File: src/sv/hlg_pkg.sv
// Package for the hexagonal lattice gas collision block: candidate-set type and lookup.
package hlg_pkg;

  localparam int unsigned StateW = 6;
  localparam int unsigned RandW  = 16;

  typedef logic [StateW-1:0] state_t;

  // Up to three post-collision states, in ascending order, and how many are valid.
  typedef struct packed {
    logic [1:0] n;
    state_t     c0;
    state_t     c1;
    state_t     c2;
  } cand_set_t;

  // Occupancy with every particle reversed (rotate by three directions).
  function automatic state_t reverse_state(input state_t s);
    reverse_state = {s[2:0], s[5:3]};
  endfunction

  // Class of states sharing count and momentum with t. Only the zero-momentum
  // pairs/quads/triads and the single-plus-opposite-pair triples have more than one.
  function automatic cand_set_t cand_of(input state_t t);
    cand_set_t c;
    c.n  = 2'd1;
    c.c0 = t;
    c.c1 = t;
    c.c2 = t;
    case (t)
      6'd9, 6'd18, 6'd36: begin
        c.n = 2'd3; c.c0 = 6'd9;  c.c1 = 6'd18; c.c2 = 6'd36;
      end
      6'd27, 6'd45, 6'd54: begin
        c.n = 2'd3; c.c0 = 6'd27; c.c1 = 6'd45; c.c2 = 6'd54;
      end
      6'd21, 6'd42: begin
        c.n = 2'd2; c.c0 = 6'd21; c.c1 = 6'd42;
      end
      6'd19, 6'd37: begin
        c.n = 2'd2; c.c0 = 6'd19; c.c1 = 6'd37;
      end
      6'd26, 6'd44: begin
        c.n = 2'd2; c.c0 = 6'd26; c.c1 = 6'd44;
      end
      6'd11, 6'd38: begin
        c.n = 2'd2; c.c0 = 6'd11; c.c1 = 6'd38;
      end
      6'd25, 6'd52: begin
        c.n = 2'd2; c.c0 = 6'd25; c.c1 = 6'd52;
      end
      6'd13, 6'd22: begin
        c.n = 2'd2; c.c0 = 6'd13; c.c1 = 6'd22;
      end
      6'd41, 6'd50: begin
        c.n = 2'd2; c.c0 = 6'd41; c.c1 = 6'd50;
      end
      default: begin
        c.n = 2'd1;
      end
    endcase
    return c;
  endfunction

endpackage

File: src/sv/hex_lattice_gas_collision.sv
// Top level of the hexagonal lattice gas collision block.

// One cell enters per cycle unless out_stall backs up both stages: an input
// register holds the cell state and random value, a small lookup of the
// equivalent-state class plus a three-way pick feeds the output register.
// The two stages advance independently, so an input transfer is still taken
// while a finished result waits on out_stall as long as the input register
// is empty. There is no state beyond the pipeline registers.
module hex_lattice_gas_collision (
  input  logic                        clk,
  input  logic                        rst,
  input  logic                        in_valid,
  output logic                        in_stall,
  input  logic [hlg_pkg::StateW-1:0]  cell_state,
  input  logic [hlg_pkg::RandW-1:0]   random_fraction,
  output logic                        out_valid,
  input  logic                        out_stall,
  output logic [hlg_pkg::StateW-1:0]  new_state
);

  logic                       s1_valid;
  hlg_pkg::state_t            s1_cell;
  logic [hlg_pkg::RandW-1:0]  s1_rnd;
  logic                       s1_adv;
  logic                       out_free;

  hlg_pkg::cand_set_t         cand;
  logic [1:0]                 pick;
  hlg_pkg::state_t            new_state_next;

  assign out_free = !out_valid || !out_stall;
  assign s1_adv   = s1_valid && out_free;
  assign in_stall = s1_valid && !out_free;

  always_ff @(posedge clk) begin
    if (rst) begin
      s1_valid <= 1'b0;
    end else if (!in_stall) begin
      s1_valid <= in_valid;
    end
  end

  always_ff @(posedge clk) begin
    if (in_valid && !in_stall) begin
      s1_cell <= cell_state;
      s1_rnd  <= random_fraction;
    end
  end

  // Candidates are the class of the fully reversed state.
  assign cand = hlg_pkg::cand_of(hlg_pkg::reverse_state(s1_cell));

  // round(r*(n-1)), halves up: n=2 splits at 1/2, n=3 at 1/4 and 3/4.
  always_comb begin
    case (cand.n)
      2'd2: pick = {1'b0, s1_rnd[15]};
      2'd3: begin
        case (s1_rnd[15:14])
          2'b00:   pick = 2'd0;
          2'b11:   pick = 2'd2;
          default: pick = 2'd1;
        endcase
      end
      default: pick = 2'd0;
    endcase
  end

  always_comb begin
    case (pick)
      2'd1:    new_state_next = cand.c1;
      2'd2:    new_state_next = cand.c2;
      default: new_state_next = cand.c0;
    endcase
  end

  always_ff @(posedge clk) begin
    if (rst) begin
      out_valid <= 1'b0;
    end else if (out_free) begin
      out_valid <= s1_valid;
    end
  end

  always_ff @(posedge clk) begin
    if (s1_adv) begin
      new_state <= new_state_next;
    end
  end

  // Input side only backs up when both stages hold data.
  a_stall_full: assert property (@(posedge clk) disable iff (rst)
    in_stall |-> (s1_valid && out_valid))
    else $error("in_stall raised with pipeline not full");

  // Collision conserves particle count.
  a_count_kept: assert property (@(posedge clk) disable iff (rst)
    s1_adv |=> ($countones(new_state) == $countones($past(s1_cell))))
    else $error("particle count changed across collision");

  // Empty and full cells map to themselves.
  a_fixed_points: assert property (@(posedge clk) disable iff (rst)
    (s1_adv && (s1_cell == '0 || s1_cell == '1)) |=> (new_state == $past(s1_cell)))
    else $error("empty or full cell not kept");

endmodule

File: config.mk
export PLATFORM = sky130hd
export DESIGN_NAME = hex_lattice_gas_collision
export DESIGN_NICKNAME = d
export VERILOG_FILES = /design/src/sv/hlg_pkg.sv /design/src/sv/hex_lattice_gas_collision.sv
export SDC_FILE = /design/constraint.sdc
export NUM_CORES = 1
export LEC_CHECK = 0
export ABC_CLOCK_PERIOD_IN_PS = 5700
export BUFFER_PORTS_ARGS = -buffer_cell sky130_fd_sc_hd__buf_2
export CAP_MARGIN = 20
export CORE_MARGIN = 2
export CORE_UTILIZATION = 59
export CTS_CLUSTER_SIZE = 14
export DETAILED_ROUTE_END_ITERATION = 7
export GPL_ROUTABILITY_DRIVEN = 0
export PLACE_DENSITY_LB_ADDON = 0.12
export SETUP_SLACK_MARGIN = 0.2
export SYNTH_ARGS = -nofsm -noshare
export SYNTH_HDL_FRONTEND = slang
export SYNTH_SLANG_ARGS = --single-unit
export TNS_END_PERCENT = 5
File: constraint.sdc
create_clock -name clk -period 5.7 [get_ports clk]
set_input_delay 1.425 -clock clk [delete_from_list [all_inputs] [get_ports clk]]
set_output_delay 1.425 -clock clk [all_outputs]
set_load 0.02 [all_outputs]
# Word-level counts from Yosys, hierarchy flattened
# Index checks and enable logic that the tools add are counted.
# op_classes
n_eq_ne,25
mux,6
n_reduce_logical,20
# op_table
op,n
12-bit case mux with 9 select lines,1
6-bit == test (second input constant),10
6-bit by 5-bit == test with 1-bit output (second input constant),7
6-bit case mux with 2 select lines,2
6-bit by 4-bit == test with 1-bit output (second input constant),3
14-bit OR reduction,1
2-bit OR reduction,7
2-bit case mux with 2 select lines,3
2-bit == test (second input constant),4
3-bit OR reduction,2
6-bit OR reduction,1
1-bit zero test,4
1-bit logical AND,3
2-bit by 1-bit == test with 1-bit output (second input constant),1
2-bit zero test,1
1-bit logical OR,1
# word_totals
ff_bits,30
inputBits,26

# Depth between registers and ports, before layout
# Gate-level depths: netlist of run 1.
# depth
ltp_word,7
mapped_depth,14
depth_no_buf,11

# Least setup slack after synthesis of run 1
# No wires, ideal clock.
# synth_path
kind,input to output
from,input port out_stall
to,output port in_stall
arrival_time_ns,1.711
path_slack_ns,2.564
stages,1
path_buffers,0
cell_sequence,and3_1
# synth_via
elab_chain_len,4
# synth_lines
item,line_no,source
"start, declared",hex_lattice_gas_collision.sv:17,"input logic out_stall,"
1-bit zero test,hex_lattice_gas_collision.sv:31,assign out_free = !out_valid || !out_stall;
1-bit logical OR,hex_lattice_gas_collision.sv:31,
1-bit zero test,hex_lattice_gas_collision.sv:33,assign in_stall = s1_valid && !out_free;
1-bit logical AND,hex_lattice_gas_collision.sv:33,
"end, declared",hex_lattice_gas_collision.sv:13,"output logic in_stall,"
# No other way between the ends.

# Final worst setup path of run 1
# layout_path
from,register s1_cell[0]
to,register new_state[3] (netlist bit) (data pin)
# layout_via
elab_chain_len,7
elab_cells_between_ends,40
classes_between,eq/ne: 24; mux: 5; reduce/logical: 11
# layout_lines
item,line_no,source
"start, declared",hex_lattice_gas_collision.sv:22,hlg_pkg::state_t s1_cell;
"start signal, assigned",hex_lattice_gas_collision.sv:45,s1_cell <= cell_state;
"6-bit == test, or another cell as far along",hlg_pkg.sv:30,case (t)
14-bit OR reduction (no source line) / 6-bit OR reduction (equally long branches),n/a,
2-bit case mux with 2 select lines,hlg_pkg.sv:30,
2-bit == test,hex_lattice_gas_collision.sv:55,case (cand.n)
2-bit case mux with 2 select lines,hex_lattice_gas_collision.sv:55,
2-bit == test / 2-bit by 1-bit == test with 1-bit output (equally long branches),hex_lattice_gas_collision.sv:69,case (pick)
6-bit case mux with 2 select lines *,hex_lattice_gas_collision.sv:69,
net new_state_next[3],hex_lattice_gas_collision.sv:29,hlg_pkg::state_t new_state_next;
"end signal, assigned",hex_lattice_gas_collision.sv:86,new_state <= new_state_next;
"end, declared",hex_lattice_gas_collision.sv:18,output logic [hlg_pkg::StateW-1:0] new_state
# The timed path passes the listed nets; every way through them passes the cells marked *.
# A chain may end at the register's enable or synchronous reset.

==> metrics, run 1 <==
status=completed; Synth top area share=27.10%; hold path startpoint=s1_valid; switch share=32.64%; Top Ports=34; final instance area=1605 µm²; Avg Vias per Cell=6.730; synthesized net count=218; FF-to-FF Start=s1_cell[0]; R2R cell count=11; Slew Limit Headroom=around 35%; sequential share of the synthesized area=about 30%; CTS tree=built; area of the core=2477 µm²; Hold WC Path Type=reg -> reg; fmax=254.5 MHz; Crit-path slowest cell=edfxtp_1; drc violations=0; PortBufs=19; largest net degree at the start of global routing=36; final setup fails=0; Num Clock Sinks=16; worst-path fanout max=29; Slowest Stage Delay on Critical Path=0.91 ns; global-route wire length before repair=5961 µm; vias in the first global route=1281; Post-Synth Simple-Gate Area=26.45%; internal cell power=199.3 µW; H-Tree Level Count=1; Distinct cells, synth=57; area growth from synthesis to layout=3.468%; Initial Utilization=62.63%; pre-CTS WS=1.849 ns; post-CTS setup buffers=0; ys flop type=edfxtp_1; adder-cell share of the synthesized area=3.710%; Yosys Warn Count=0; Post-CTS Hold Fix Bufs=0; Mapped Area=1551 µm²; startpoint types=register; CP Cell Sequence=nor2b_1, a22o_1, a221o_2, mux2i_1, nor2_1, ha_1, nor2_1, a21o_1, a211oi_2, o21bai_2, a221o_1; skew final=0.009356 ns; EDFF count, synth=14; Root Driver=clkbuf_4; Compound-Gate Fraction of Synth Area=30.56%; Post-CTS Resized=0; GR Util All Layers=approximately a quarter; via count=around 1500; Switch Pwr=96.58 µW; Overflow after GRT=0; Num CTS Buffers=3; part of the power in the clock network=a little over a fifth; Max Slew Vio Count=0; Post-Synth XOR/XNOR Area=0%; sequential power share=52.6%; Worst-path clk slew=0.10 ns; Die W=55.28 µm; Clock Latency Late Sink=slightly below 0.3 ns; final hold vios=0; setup ws final=1.771 ns; top post-synthesis cells by area=edfxtp_1, a21oi_1, nand2_1; Gate Count Post-Synth=189; Post-Syn Area per Cell=8.209 µm²; nets=222; DP HPWL=2502 µm; die area=3056 µm²; synth cell count leaders=a21oi_1, nand2_1, nor2_1, edfxtp_1, buf_2; initial antenna violation count=0; maximum vdd ir drop=0.0001683 V; n_diodes=0; Comb pwr share=26.2%; FP Rows=18; WHS Endpoint=out_valid; Power Dens Cells=184.3 nW/µm²; drt pass-1 iters=6; R2R Setup Slk=1.77 ns; asr flop ratio synth=0%; Tcrit/Tclk final=a little under 70%; largest family of logic cells by synthesized area=compound AO/OA/AOI/OAI gates; CP Capture Type=register; crit path time final=3.929 ns; CTS max path bufs=2; Routed WL=between 3000 and 4000 µm; die height=55.28 µm; critical path data arrival time=3.98 ns; routed len/inst=16.28 µm; area leader, netlist=edfxtp_1; CP Class=reg -> reg; cell mode on critical path=nor2_1; Layout fillers=217; CP top delay family=compound AO/OA/AOI/OAI gates; DP Cell Count=218; DR iter-0 viols=about 110; r2r endpoint=new_state[3]; worst slew pin tran=between 0.9 and 1 ns; Req. time, crit path=about 5.8 ns; maxcap violations=0; remaining antenna violation count=0; Pleak=0.6045 nW; setup TNS=0 ns; RSZ-0062 raised after global routing=no; hold depth=2; flops & latches, synth=16; placed cell areas=between 1500 and 2000 µm²; WP buf/inv=0; share of cells above drive strength 1=15.63%; Final Non-Filler Cells=between 200 and 250; multiplexer share of the synthesized area=around 1.4%
flip-flops by register name, summed over array words and instances, names as in the netlist:
signal	flops
s1_rnd	2
new_state	6
s1_cell	6
s1_valid	1
out_valid	1
layer usage:
layer  track usage, %  vias to the layer above  wire length, µm
li1                 -                      728                -
met1            32.04                      665             1377
met2            37.59                       90             1792
met3            4.684                       11              386
met4            10.45                        0               59
met5                0                        -                0
cells in the final DEF, fill, tap and decap left out, types with 3 or more instances in the layout:
| cell | instances |
|---|---|
| a211oi_1 | 3 |
| ha_1 | 3 |
| o21ai_0 | 8 |
| a21oi_1 | 17 |
| buf_2 | 19 |
| o211ai_1 | 3 |
| nand4bb_1 | 3 |
| edfxtp_1 | 14 |
| o221ai_1 | 3 |
| nand3_1 | 5 |
| o22ai_1 | 4 |
| nor2b_1 | 7 |
| o31ai_1 | 3 |
| a22oi_1 | 5 |
| nand2_1 | 17 |
| a31oi_1 | 3 |
| a21o_1 | 3 |
| nand2b_1 | 3 |
| nor2_1 | 15 |
| inv_1 | 6 |
| clkbuf_4 | 3 |
| nor3_1 | 4 |
worst register-to-register path, stage by stage, from the launching register on:
cell and delay (ns):
edfxtp_1 0.91, nor2b_1 0.52, a22o_1 0.29, a221o_2 0.25, mux2i_1 0.23, nor2_1 0.07
ha_1 0.44, nor2_1 0.18, a21o_1 0.12, a211oi_2 0.07, o21bai_2 0.28, a221o_1 0.35
metrics by stage:
stage	util [%]	hold WS, ns	total power, mW
floorplan	-	0.4440	0.2165
global placement	63.74	0.4567	0.2307
detailed placement	63.74	0.4684	0.2340
CTS	64.80	0.4924	0.2966
global route	64.80	0.5384	0.3123
finish	64.80	0.4863	0.2958
area by class of cell:
| cell class | instances | area (µm²) | share of cell area (%) |
|---|---|---|---|
| repair buffers | 19 | 95.09 | 5.924 |
| inverters | 6 | 22.52 | 1.403 |
| clock buffers | 4 | 26.28 | 1.637 |
| flip-flops and latches | 16 | 460.4 | 28.68 |
| multi-input cells | 147 | 963.4 | 60.02 |
| well taps | 30 | 37.54 | 2.338 |
worst max path at each step:
stage,startpoint,end,slack [ns],cells after the start
floorplan,out_stall,in_stall,2.56,1
global placement,s1_cell[0],new_state[0],1.91,11
detailed placement,s1_cell[0],new_state[0],1.85,11
CTS,s1_cell[0],new_state[0],1.83,11
global route,s1_cell[0],new_state[3],1.49,11
finish,s1_cell[0],new_state[3],1.77,11
power by group through the flow:
stage          Clock (mW)  Sequential, mW  Combinational, mW
2_1_floorplan           0           0.147             0.0691
3_3_place_gp            0           0.156             0.0743
3_5_place_dp            0           0.158             0.0763
4_1_cts            0.0649           0.155             0.0767
5_1_grt            0.0697           0.158             0.0848
6_report           0.0627           0.156             0.0774
kinds of logic after synthesis:
kind of cell	after synthesis
muxes	2
AOI/OAI and AO/OA	68
DFF	16
adders and majority gates	5
buffers and inverters	26
and+or+nand+nor	72
No activity file was read; power rests on OpenSTA's default activity.
==> inputs of run 2 (changes only) <==
--- a/config.mk
+++ b/config.mk
@@ -5,11 +5,12 @@
 export SDC_FILE = /design/constraint.sdc
 export NUM_CORES = 1
 export LEC_CHECK = 0
-export ABC_CLOCK_PERIOD_IN_PS = 5700
+export ABC_AREA = 1
+export ABC_CLOCK_PERIOD_IN_PS = 3350
 export BUFFER_PORTS_ARGS = -buffer_cell sky130_fd_sc_hd__buf_2
 export CAP_MARGIN = 20
 export CORE_MARGIN = 2
-export CORE_UTILIZATION = 59
+export CORE_UTILIZATION = 47
 export CTS_CLUSTER_SIZE = 14
 export DETAILED_ROUTE_END_ITERATION = 7
 export GPL_ROUTABILITY_DRIVEN = 0
==> constraint.sdc (replaced) <==
create_clock -name clk -period 3.35 [get_ports clk]
set_input_delay 0.8375 -clock clk [delete_from_list [all_inputs] [get_ports clk]]
set_output_delay 0.8375 -clock clk [all_outputs]
set_load 0.02 [all_outputs]
==> run 2 against run 1 <==
Against the previous run:
- register-to-register slack got worse by 1.3 ns
- setup slack worse by 1.3 ns
- sequential share of layout area increased by 4.4 points
- synthesized cell count shrank 10%
- highest routed layer unchanged
==> metrics, run 2 <==
DP Cell Count=219 (+0.46%); critical path data arrival time=2.98 ns (-1.00 ns); worst-path fanout max=7 (-76%); Routed WL=2633 µm (-27%); R2R Setup Slk=0.43 ns (-1.35 ns); DP HPWL=2140 µm (-14%); commonest non-fill, non-tap cell in the layout=nand3_1; PortBufs=19 (unchanged); n_diodes=0 (unchanged); Synth top area share=34.22% (+7.1 points); worst slew pin tran=0.5918 ns (-0.3906 ns); Worst-path clk slew=0.09 ns (about the same); final instance area=1390 µm² (-13%); DR iter-0 viols=57 (-46%); initial antenna violation count=0 (unchanged); drt pass-1 iters=5 (-1); Pleak=0.7259 nW (+20%); skew final=0.002429 ns (-0.006927 ns); Max Slew Vio Count=0 (unchanged); Regs by FF count=new_state: 6 flops, s1_cell: 6 flops, s1_rnd: 2 flops; Distinct cells, synth=20 (-65%); Worst setup startpoint=s1_cell[0]; Mapped Area=1229 µm² (-21%); startpoint types=register; remaining antenna violation count=0 (unchanged); ys flop type=edfxtp_1; synth cell count leaders=nand3_1, nand2_1, inv_1, edfxtp_1, nor2_1; cell mode on critical path=inv_1; FF-to-FF Start=s1_cell[0]; final setup fails=0 (unchanged); largest net degree at the start of global routing=10 (-72%); final design utilization=56.11% (-8.7 points); area leader, netlist=edfxtp_1; die height=55.13 µm (-0.27%); hold path startpoint=s1_valid; RSZ-0062 raised after global routing=no; Post-Syn Area per Cell=7.228 µm² (-12%); GR Util All Layers=19.39% (-4.5 points); die area=3039 µm² (-0.54%); top post-synthesis cells by area=edfxtp_1, nand3_1, nand2_1; drc violations=0 (unchanged); Root Driver=clkbuf_4; crit path time final=2.924 ns (-1.005 ns); nets=223 (+0.45%); Hold WC Path Type=reg -> reg; Req. time, crit path=3.41 ns (-2.34 ns); Num Clock Sinks=16 (unchanged); final hold vios=0 (unchanged); Tcrit/Tclk final=87.29% (+18 points); FP Rows=18 (unchanged); fmax=342.0 MHz (+34%); sequential share of the synthesized area=37.47% (+7.8 points); maxcap violations=0 (unchanged); Crit-path slowest cell=edfxtp_1; flops & latches, synth=16 (unchanged); CTS max path bufs=2 (unchanged); Slew Limit Headroom=60.55% (+26 points); Die W=55.13 µm (-0.27%); Top Ports=34 (unchanged); Yosys Warn Count=0 (unchanged); EDFF count, synth=14 (unchanged); area of the core=2477 µm² (unchanged); setup TNS=0 ns (unchanged); H-Tree Level Count=1 (unchanged); CP Cell Sequence=inv_1, nor2_2, nand3_1, nand3_1, nor2_2, inv_1, a22oi_1, inv_1, ha_1, inv_1, nor3_1, o21ai_0, nand2_1, inv_1; area growth from synthesis to layout=13.14%; synthesized net count=199 (-8.7%); Power Dens Cells=345.1 nW/µm² (+87%); Initial Utilization=49.60% (-13 points); CTS tree=built; routed len/inst=11.81 µm (-27%); share of cells above drive strength 1=24.87% (+9.2 points); vias in the first global route=977 (-24%); Final Non-Filler Cells=223 (+0.45%); asr flop ratio synth=0% (unchanged); placed cell areas=1361 µm² (-14%); CP Capture Type=register; Gate Count Post-Synth=170 (-10%); Num CTS Buffers=3 (unchanged); Overflow after GRT=0 (unchanged); status=completed; Slowest Stage Delay on Critical Path=0.53 ns (-0.38 ns); via count=1198 (-20%); global-route wire length before repair=4119 µm (-31%); CP Class=reg -> reg; most frequent cells in the layout=nand3_1, nand2_1, inv_1; total power draw=479.7 µW (+62%); Avg Vias per Cell=5.372 (-20%); maximum vdd ir drop=0.0002645 V (+57%); Clock Latency Late Sink=0.28 ns (about the same); leading cell type by number of instances after synthesis=nand3_1
-- run 2: cell types whose count changed in the layout (fill, tap and decap cells not counted), sizes merged, moves of 8 or more --
cell,previous run,this run
nor2b,8,0
nor2,15,24
nand2,17,37
nand3,5,36
a21oi,17,6
inv,6,33
-- run 2: critical path, delay by kind of cell, from the launching register on --
kind	cells	cell delay, ns
DFF	1	0.53
buffers and inverters	5	0.50
adders and majority gates	1	0.43
AOI/OAI and AO/OA	2	0.35
and+or+nand+nor	6	0.88
-- run 2: power breakdown --
part,leakage (nW),internal [mW],total [mW],switching [mW]
registers,0.151,0.236,0.245,0.00946
logic,0.559,0.0443,0.132,0.0879
clock network,0.0154,0.0433,0.102,0.0591
total,0.726,0.323,0.480,0.156
-- run 2: routing by layer --
metal	wire length [µm]	global-route usage [%]
met1	1123	24.34
met2	1317	32.74
met3	185	4.839
met4	7	5.691
met5	0	0
-- run 2: worst paths after layout --
| check | cells past startpoint | to |
|---|---|---|
| max reg2reg | 14 | new_state[4] |
| max | 14 | new_state[4] |
| min | 2 | out_valid |
| min reg2reg | 2 | out_valid |
-- run 2: cell type report --
| type | instances | area (µm²) |
|---|---|---|
| clock inverter | 1 | 3.754 |
| tap | 30 | 37.54 |
| timing repair buffer | 19 | 95.09 |
| multi-input combinational | 121 | 646.9 |
| clock buffer | 3 | 22.52 |
| fill | 241 | 1087 |
| sequential | 16 | 460.4 |
| inverter | 33 | 123.9 |
-- run 2: cell families (layout without fill, tap and decap cells) --
group,count (synthesis),after routing,synth area share [%]
AO/OA/AOI/OAI,16,16,7.332
AND/OR/NAND/NOR,102,102,42.06
flip-flops,16,16,37.47
buffers and inverters,33,56,10.08
adder cells (fa/ha/maj),3,3,3.055
-- run 2: what timing repair did --
action,4_1_cts,5_1_grt
buffers inserted,0,0
resized for setup,0,1
hold buffers,0,0
endpoints found under the setup margin,0,2
-- run 2: per-stage QoR --
step	hold slack [ns]	worst slack [ns]
after floorplan	0.4500	0.8653
after global placement	0.4591	0.4069
after detailed placement	0.4751	0.3995
after CTS	0.4871	0.3667
after global routing	0.5139	0.2073
final	0.4839	0.4258
